### config.mk
export PLATFORM = sky130hd
export DESIGN_NAME = rgb565_alpha_blend
export DESIGN_NICKNAME = d
export VERILOG_FILES = /design/src/rtl/rgbab_pkg.sv /design/src/rtl/rgb565_alpha_blend.sv
export VERILOG_INCLUDE_DIRS = /design/src /design/src/rtl
export SDC_FILE = /design/constraint.sdc
export NUM_CORES = 1
export LEC_CHECK = 0
export ABC_AREA = 1
export BUFFER_PORTS_ARGS = -buffer_cell sky130_fd_sc_hd__clkbuf_2
export CORE_MARGIN = 5
export CORE_UTILIZATION = 50
export DETAILED_ROUTE_END_ITERATION = 6
export PLACE_DENSITY = 0.67
export SYNTH_ARGS = -nofsm -noshare
export SYNTH_HDL_FRONTEND = slang
export SYNTH_SLANG_ARGS = --single-unit
### constraint.sdc
create_clock -name aclk -period 5.9 [get_ports aclk]
set_input_delay 0.885 -clock aclk [delete_from_list [all_inputs] [get_ports aclk]]
set_output_delay 0.885 -clock aclk [all_outputs]
set_load 0.01 [all_outputs]
### src/rtl/rgb565_alpha_blend_defines.svh
// ----------------------------------------------------------------------------
// rgb565_alpha_blend_defines : assertion macros
// macros for the file that carries concurrent checks
// ----------------------------------------------------------------------------
`ifndef RGB565_ALPHA_BLEND_DEFINES_SVH
`define RGB565_ALPHA_BLEND_DEFINES_SVH

`ifndef NO_ASSERTIONS

// check that is masked while reset is asserted
`define RAB_ASSERT(lbl, clk, rstn, prop, msg) \
    lbl: assert property (@(posedge clk) disable iff (!rstn) (prop)) else $error(msg);

// check that also holds across reset
`define RAB_ASSERT_ALWAYS(lbl, clk, prop, msg) \
    lbl: assert property (@(posedge clk) (prop)) else $error(msg);

`else

`define RAB_ASSERT(lbl, clk, rstn, prop, msg)
`define RAB_ASSERT_ALWAYS(lbl, clk, prop, msg)

`endif

`endif

### src/rtl/rgbab_pkg.sv
// ----------------------------------------------------------------------------
// rgbab_pkg : rgb565 alpha blend package
// register indexes, bus widths, blend mode values, alpha and channel limits and pixel class codes
// ----------------------------------------------------------------------------
package rgbab_pkg;

    // register map
    localparam int unsigned REG_IDX_W = 1;
    localparam logic [REG_IDX_W-1:0] REG_ALPHA_ENABLE = 1'b0;
    localparam logic [REG_IDX_W-1:0] REG_BLEND_MODE   = 1'b1;

    localparam int unsigned APB_ADDR_W = 3;
    localparam int unsigned APB_DATA_W = 32;

    // blend mode values
    localparam logic BLEND_NORMAL   = 1'b0;
    localparam logic BLEND_ADDITIVE = 1'b1;

    // alpha limits
    localparam logic [7:0] ALPHA_ZERO   = 8'h00;
    localparam logic [7:0] ALPHA_OPAQUE = 8'hff;

    // channel saturation limits
    localparam logic [4:0] CH5_MAX = 5'h1f;
    localparam logic [5:0] CH6_MAX = 6'h3f;

    // how a pixel is resolved
    typedef enum logic [2:0] {
        KIND_DIRECT = 3'b001,   // colour known at decode (pass, opaque, transparent)
        KIND_MIX    = 3'b010,   // normal alpha mix
        KIND_ADD    = 3'b100    // additive with saturation
    } blend_kind_t;

endpackage

### src/rtl/rgb565_alpha_blend.sv
// ----------------------------------------------------------------------------
// rgb565_alpha_blend : texture pixel over rgb565 background blender
// path: an accepted transaction is registered in s1, s2 and then s3, whose
//   registers drive m_valid and the result
// throughput: one pixel per cycle unless m_ready stalls the pipe; three register
//   stages with a multiplier stage in the middle setting the per-cycle depth
// reset: synchronous active-low aresetn clears all stage valids and both
//   configuration registers (alpha off, normal mode)
// ----------------------------------------------------------------------------
`include "rgb565_alpha_blend_defines.svh"

module rgb565_alpha_blend (
    input  logic                                 aclk,
    input  logic                                 aresetn,
    // configuration port
    input  logic                                 psel,
    input  logic                                 penable,
    input  logic                                 pwrite,
    input  logic [rgbab_pkg::APB_ADDR_W-1:0]     paddr,
    input  logic [rgbab_pkg::APB_DATA_W-1:0]     pwdata,
    output logic [rgbab_pkg::APB_DATA_W-1:0]     prdata,
    output logic                                 pready,
    // source pixel channel
    input  logic                                 s_valid,
    output logic                                 s_ready,
    input  logic [31:0]                          s_src_color,
    input  logic [15:0]                          s_bg_color,
    // result channel
    output logic                                 m_valid,
    input  logic                                 m_ready,
    output logic [15:0]                          m_out_color,
    output logic                                 m_write_enable
);

    // ------------------------------------------------------------------
    // configuration registers
    // ------------------------------------------------------------------
    logic                                 alpha_enable_reg;
    logic                                 blend_mode_reg;
    logic                                 cfg_write;
    logic [rgbab_pkg::REG_IDX_W-1:0]      cfg_index;

    assign pready    = 1'b1;
    assign cfg_write = psel && penable && pwrite && pready;
    // registers sit on 4-byte boundaries
    assign cfg_index = paddr[2 +: rgbab_pkg::REG_IDX_W];

    always_ff @(posedge aclk) begin
        if (!aresetn) begin
            alpha_enable_reg <= 1'b0;
            blend_mode_reg   <= rgbab_pkg::BLEND_NORMAL;
        end else if (cfg_write) begin
            case (cfg_index)
                rgbab_pkg::REG_ALPHA_ENABLE: alpha_enable_reg <= pwdata[0];
                rgbab_pkg::REG_BLEND_MODE:   blend_mode_reg   <= pwdata[0];
                default: ;
            endcase
        end
    end

    // read back, upper bits read as zero
    always_comb begin
        prdata = '0;
        case (cfg_index)
            rgbab_pkg::REG_ALPHA_ENABLE: prdata[0] = alpha_enable_reg;
            rgbab_pkg::REG_BLEND_MODE:   prdata[0] = blend_mode_reg;
            default:                     prdata    = '0;
        endcase
    end

    // ------------------------------------------------------------------
    // pipeline flow control
    // each stage takes new data when it is empty or the next one moves;
    // a stall holds each occupied stage back to the first empty one, bubbles are squeezed out
    // ------------------------------------------------------------------
    logic s1_valid_reg, s2_valid_reg, s3_valid_reg;
    logic s1_ready, s2_ready, s3_ready;

    assign s3_ready = !s3_valid_reg || m_ready;
    assign s2_ready = !s2_valid_reg || s3_ready;
    assign s1_ready = !s1_valid_reg || s2_ready;
    assign s_ready  = s1_ready;

    always_ff @(posedge aclk) begin
        if (!aresetn) begin
            s1_valid_reg <= 1'b0;
            s2_valid_reg <= 1'b0;
            s3_valid_reg <= 1'b0;
        end else begin
            if (s1_ready) s1_valid_reg <= s_valid;
            if (s2_ready) s2_valid_reg <= s1_valid_reg;
            if (s3_ready) s3_valid_reg <= s2_valid_reg;
        end
    end

    // ------------------------------------------------------------------
    // stage 1: unpack the transaction and classify the pixel
    // ------------------------------------------------------------------
    logic [7:0]              in_alpha;
    logic [15:0]             direct_color_next;
    rgbab_pkg::blend_kind_t  kind_next;

    assign in_alpha = s_src_color[7:0];

    always_comb begin
        direct_color_next = '0;
        kind_next         = rgbab_pkg::KIND_DIRECT;
        if (!alpha_enable_reg) begin
            // no alpha: low half of the source word goes straight out
            direct_color_next = s_src_color[15:0];
        end else if (in_alpha == rgbab_pkg::ALPHA_ZERO) begin
            // fully transparent, colour forced to zero
            direct_color_next = '0;
        end else if (in_alpha == rgbab_pkg::ALPHA_OPAQUE) begin
            // fully opaque, repack source channels
            direct_color_next = {s_src_color[31:27], s_src_color[23:18], s_src_color[15:11]};
        end else if (blend_mode_reg == rgbab_pkg::BLEND_ADDITIVE) begin
            kind_next = rgbab_pkg::KIND_ADD;
        end else begin
            kind_next = rgbab_pkg::KIND_MIX;
        end
    end

    rgbab_pkg::blend_kind_t  s1_kind_reg;
    logic [15:0]             s1_direct_reg;
    logic                    s1_we_reg;
    logic [4:0]              s1_src_r_reg, s1_src_b_reg, s1_bg_r_reg, s1_bg_b_reg;
    logic [5:0]              s1_src_g_reg, s1_bg_g_reg;
    logic [7:0]              s1_alpha_reg;

    // payload only, no reset
    always_ff @(posedge aclk) begin
        if (s_valid && s1_ready) begin
            s1_kind_reg   <= kind_next;
            s1_direct_reg <= direct_color_next;
            s1_we_reg     <= !alpha_enable_reg || (in_alpha != rgbab_pkg::ALPHA_ZERO);
            s1_src_r_reg  <= s_src_color[31:27];
            s1_src_g_reg  <= s_src_color[23:18];
            s1_src_b_reg  <= s_src_color[15:11];
            s1_alpha_reg  <= in_alpha;
            s1_bg_r_reg   <= s_bg_color[15:11];
            s1_bg_g_reg   <= s_bg_color[10:5];
            s1_bg_b_reg   <= s_bg_color[4:0];
        end
    end

    // ------------------------------------------------------------------
    // stage 2: per-channel products, src*a and bg*(255-a)
    // ------------------------------------------------------------------
    logic [7:0]  inv_alpha;
    logic [12:0] ps_r_next, ps_b_next, pb_r_next, pb_b_next;
    logic [13:0] ps_g_next, pb_g_next;

    assign inv_alpha = rgbab_pkg::ALPHA_OPAQUE - s1_alpha_reg;
    assign ps_r_next = 13'(s1_src_r_reg) * 13'(s1_alpha_reg);
    assign ps_g_next = 14'(s1_src_g_reg) * 14'(s1_alpha_reg);
    assign ps_b_next = 13'(s1_src_b_reg) * 13'(s1_alpha_reg);
    assign pb_r_next = 13'(s1_bg_r_reg) * 13'(inv_alpha);
    assign pb_g_next = 14'(s1_bg_g_reg) * 14'(inv_alpha);
    assign pb_b_next = 13'(s1_bg_b_reg) * 13'(inv_alpha);

    rgbab_pkg::blend_kind_t  s2_kind_reg;
    logic [15:0]             s2_direct_reg;
    logic                    s2_we_reg;
    logic [12:0]             s2_ps_r_reg, s2_ps_b_reg, s2_pb_r_reg, s2_pb_b_reg;
    logic [13:0]             s2_ps_g_reg, s2_pb_g_reg;
    logic [4:0]              s2_bg_r_reg, s2_bg_b_reg;
    logic [5:0]              s2_bg_g_reg;

    always_ff @(posedge aclk) begin
        if (s1_valid_reg && s2_ready) begin
            s2_kind_reg   <= s1_kind_reg;
            s2_direct_reg <= s1_direct_reg;
            s2_we_reg     <= s1_we_reg;
            s2_ps_r_reg   <= ps_r_next;
            s2_ps_g_reg   <= ps_g_next;
            s2_ps_b_reg   <= ps_b_next;
            s2_pb_r_reg   <= pb_r_next;
            s2_pb_g_reg   <= pb_g_next;
            s2_pb_b_reg   <= pb_b_next;
            s2_bg_r_reg   <= s1_bg_r_reg;
            s2_bg_g_reg   <= s1_bg_g_reg;
            s2_bg_b_reg   <= s1_bg_b_reg;
        end
    end

    // ------------------------------------------------------------------
    // stage 3: sum and shift for the mix, add and clamp for additive
    // ------------------------------------------------------------------
    logic [13:0] mix_r_sum, mix_b_sum;
    logic [14:0] mix_g_sum;
    logic [15:0] mix_color;
    logic [5:0]  add_r_sum, add_b_sum;
    logic [6:0]  add_g_sum;
    logic [4:0]  add_r, add_b;
    logic [5:0]  add_g;
    logic [15:0] add_color;
    logic [15:0] color_next;

    // the mix never exceeds the channel maximum, so the top bits are zero
    assign mix_r_sum = 14'(s2_ps_r_reg) + 14'(s2_pb_r_reg);
    assign mix_g_sum = 15'(s2_ps_g_reg) + 15'(s2_pb_g_reg);
    assign mix_b_sum = 14'(s2_ps_b_reg) + 14'(s2_pb_b_reg);
    assign mix_color = {mix_r_sum[12:8], mix_g_sum[13:8], mix_b_sum[12:8]};

    // additive: carry out of the channel width means saturate
    assign add_r_sum = 6'(s2_bg_r_reg) + 6'(s2_ps_r_reg[12:8]);
    assign add_g_sum = 7'(s2_bg_g_reg) + 7'(s2_ps_g_reg[13:8]);
    assign add_b_sum = 6'(s2_bg_b_reg) + 6'(s2_ps_b_reg[12:8]);
    assign add_r     = add_r_sum[5] ? rgbab_pkg::CH5_MAX : add_r_sum[4:0];
    assign add_g     = add_g_sum[6] ? rgbab_pkg::CH6_MAX : add_g_sum[5:0];
    assign add_b     = add_b_sum[5] ? rgbab_pkg::CH5_MAX : add_b_sum[4:0];
    assign add_color = {add_r, add_g, add_b};

    always_comb begin
        case (s2_kind_reg)
            rgbab_pkg::KIND_MIX:    color_next = mix_color;
            rgbab_pkg::KIND_ADD:    color_next = add_color;
            rgbab_pkg::KIND_DIRECT: color_next = s2_direct_reg;
            default:                color_next = s2_direct_reg;
        endcase
    end

    // output register parts the result side from the pipeline
    logic [15:0] s3_color_reg;
    logic        s3_we_reg;

    always_ff @(posedge aclk) begin
        if (s2_valid_reg && s3_ready) begin
            s3_color_reg <= color_next;
            s3_we_reg    <= s2_we_reg;
        end
    end

    assign m_valid        = s3_valid_reg;
    assign m_out_color    = s3_color_reg;
    assign m_write_enable = s3_we_reg;

    // ------------------------------------------------------------------
    // checks
    // ------------------------------------------------------------------
    `RAB_ASSERT_ALWAYS(a_reset_empties_pipe, aclk,
        !aresetn |=> !s1_valid_reg && !s2_valid_reg && !s3_valid_reg,
        "pipeline not empty after reset")

    `RAB_ASSERT(a_accept_fills_stage1, aclk, aresetn,
        s_valid && s_ready |=> s1_valid_reg,
        "accepted transaction lost at stage 1")

    `RAB_ASSERT(a_stalled_stage2_holds, aclk, aresetn,
        s2_valid_reg && !s3_ready |=> s2_valid_reg && $stable(s2_direct_reg),
        "stage 2 dropped or changed while stalled")

    `RAB_ASSERT(a_transparent_is_zero, aclk, aresetn,
        m_valid && !m_write_enable |-> m_out_color == 16'h0000,
        "suppressed write carries non-zero colour")

endmodule
==> results.py <==
metrics = {
    "timing": {
        "worstMarginPinSlew_ns": 1.065,
        "finalHoldViolCount": 0,
        "finalMaxSlewViolations": 0,
        "fmax_mhz": 238.5,
        "rsz0062_at_grt": "no",
        "fin_crit_ns": 4.192,
        "setup_violations": 0,
        "clock-skew-final_ns": 0.01153,
        "maxSlewHeadroom": 0.2875,
        "period_share": 0.7106,
        "setup-tns-final_ns": 0,
    },
    "power": {
        "p_leak_nw": 10.08,
        "ir_drop_uv": 236.7,
        "p_per_area_nw_per_um2": 282.7,
    },
    "floorplanning": {
        "coreArea_um2": 34630,
        "start_util": 0.5075,
        "die_w_um": 197.5,
        "die_area_um2": 39000,
        "row_count": 68,
        "pin_count": 142,
        "die_y_um": 197.5,
    },
    "drt": {
        "wire_per_inst_um": 15.62,
        "first_pass_iters": 5,
        "drt_iter0_drc": 929,
        "final_antenna_net_count": 0,
        "routed_wl_um": 40950,
        "vias": 13310,
        "viasPerCell": 5.079,
        "route.detailed.drc": 0,
    },
    "clocking": {
        "cts_root_buf": "clkbuf_16",
        "cts_setup_buffers": 0,
        "cts_hold_buffers": 0,
        "tritoncts": "yes",
        "cts_buffer_depth": 2,
        "cts_buffers": 17,
        "htreeDepth": 4,
        "clkTransAtPathRegs_ns": 0.08,
        "cts_resized": 0,
        "clkSinkCount": 198,
        "worstSkewPairLatency_ns": 0.46,
    },
    "layout": {
        "area_growth_pct": 7.198,
        "fillers": 3187,
        "seqCellArea_um2": 5896,
        "multi_input_area_um2": 9579,
        "fin_nets": 2546,
        "final_cell_count_no_fill": 2621,
        "diodes": 0,
        "postLayoutCellArea_um2": 18840,
        "drive_gt1_frac": 0.05725,
    },
    "job": {
        "cap_violations": 0,
    },
    "synth": {
        "synth_commonest_cells": "537 x nand2_1, 471 x inv_1, 193 x edfxtp_1, 178 x ha_1, 147 x nor2_1",
        "synth-edff-count": 193,
        "async_flop_share": 0,
        "syn_avg_cell_area_um2": 8.364,
        "synth.top_cell.area_share": 0.3298,
        "synth-main-ff-cell": "edfxtp_1",
        "yosysMostFrequentCell": "nand2_1",
        "ys_seq_area_frac": 0.3355,
        "yosys.area.top_type": "edfxtp_1",
        "synthTopCellsByArea": "edfxtp_1 33%, fa_1 14%, ha_1 13%",
        "synth_warnings": 0,
        "ys_ff_latch": 198,
        "netlist_area_um2": 17570,
        "yosysUniqueCellTypes": 34,
        "netlist_instances": 2101,
    },
    "min_path": {
        "hp-class": "reg -> reg",
    },
    "worst_setup_path": {
        "cp.arrival_ns": 4.40,
        "setup.worst_path.end_class": "register",
        "cp-start-kind": "register",
        "worstSetupPathType": "reg -> reg",
        "critPathMaxFanout": 17,
        "required_ns": 6.11,
    },
    "global_routing": {
        "antenna_found_initial": 1,
        "grt_max_degree": 78,
        "grt-ovfl-total": 0,
        "grt_pass1_vias": 13130,
        "grt_pass1_wl_um": 66450,
        "grt_usage": 0.2155,
    },
    "placed_design": {
        "hpwlAfterDp_um": 32930,
        "globalplace.congestion": 0.9308,
        "place_area_um2": 18260,
        "place_inst": 2589,
        "port_buffers": 71,
    },
    "outcome": {
        "outcome": "complete, no violations",
    },
}
cell families (layout without fill, tap and decap cells):
group | count (synthesis) | count (layout) | share of synthesized area
AOI/OAI and AO/OA | 142 | 142 | 0.04486
other | 2 | 32 | 0.0004274
DFF | 198 | 198 | 0.3355
adders and majority gates | 303 | 303 | 0.2691
xor gates and xnor gates | 52 | 52 | 0.02592
buffers and inverters | 553 | 588 | 0.1260
and+or+nand+nor | 851 | 851 | 0.1981
final timing paths:
check                             startpoint                         end  slack (ns)  cells past startpoint
setup reg to reg   s1_alpha_reg[4]$_DFFE_PP_    s2_pb_g_reg[9]$_DFFE_PP_        1.71                     12
hold reg to reg   s1_direct_reg[7]$_DFFE_PP_  s2_direct_reg[7]$_DFFE_PP_        0.42                      0
setup / recovery   s1_alpha_reg[4]$_DFFE_PP_    s2_pb_g_reg[9]$_DFFE_PP_        1.71                     12
hold / removal    s1_direct_reg[7]$_DFFE_PP_  s2_direct_reg[7]$_DFFE_PP_        0.42                      0
per-layer routing:
metal  wire [µm]  vias up  global-route usage
met5          13        -                   0
met2       18800      380              0.3481
met4        1053        2             0.07062
li1            -     6576                   -
met3        2693       63             0.04247
met1       18380     6291              0.2941
per-stage QoR:
| stage | utilization | hold slack, ns | worst slack, ns | total power [W] |
|---|---|---|---|---|
| 3_5_place_dp | 0.5274 | 0.4045 | 1.722 | 0.004186 |
| 3_3_place_gp | 0.5274 | 0.4017 | 1.786 | 0.004139 |
| 2_1_floorplan | - | 0.4003 | 2.040 | 0.003641 |
| 4_1_cts | 0.5440 | 0.4186 | 1.680 | 0.005351 |
| 6_report | 0.5440 | 0.4200 | 1.708 | 0.005325 |
| 5_1_grt | 0.5440 | 0.4252 | 1.415 | 0.005780 |
worst max-delay path, stage by stage, from the launching register on:
cell and delay [ns]:
edfxtp_1 0.75, buf_4 0.36, nor2_1 0.11, fa_1 0.52, inv_1 0.06, fa_1 0.45
fa_1 0.53, inv_1 0.04, ha_1 0.35, nand2_1 0.09, o21ai_0 0.38, a21oi_1 0.14
xor2_1 0.16
cell type report:
| cell class | instances | area share |
|---|---|---|
| clock inverters | 13 | 0.007505 |
| clock buffers | 19 | 0.02298 |
| flip-flops and latches | 198 | 0.3130 |
| repair buffers | 82 | 0.02325 |
| well taps | 455 | 0.03022 |
| inverters | 474 | 0.09458 |
| multi-input cells | 1380 | 0.5085 |
cells in the final DEF, fill, tap and decap left out, drive strengths merged, types with 7 or more instances in the layout:
cell type / synthesis / routed
a21boi: 12 / 12
a21oi: 70 / 70
a31oi: 8 / 8
buf: 43 / 11
clkbuf: 36 / 90
clkinv: 1 / 7
conb: 2 / 32
edfxtp: 193 / 193
fa: 125 / 125
ha: 178 / 178
inv: 473 / 478
nand2: 538 / 538
nand3: 106 / 106
nand3b: 9 / 9
nand4: 28 / 28
nor2: 147 / 147
nor3: 16 / 16
o21ai: 37 / 37
o21bai: 10 / 10
xnor2: 12 / 12
xor2: 40 / 40
power by group:
part           internal (W)  leakage (nW)  total (W)  switching, W
Clock              0.000563         0.272    0.00115      0.000588
Combinational      0.000852          7.93    0.00229       0.00144
Sequential          0.00177          1.88    0.00189      0.000111
Total               0.00319          10.1    0.00532       0.00214
No activity file was read; power rests on OpenSTA's default activity.
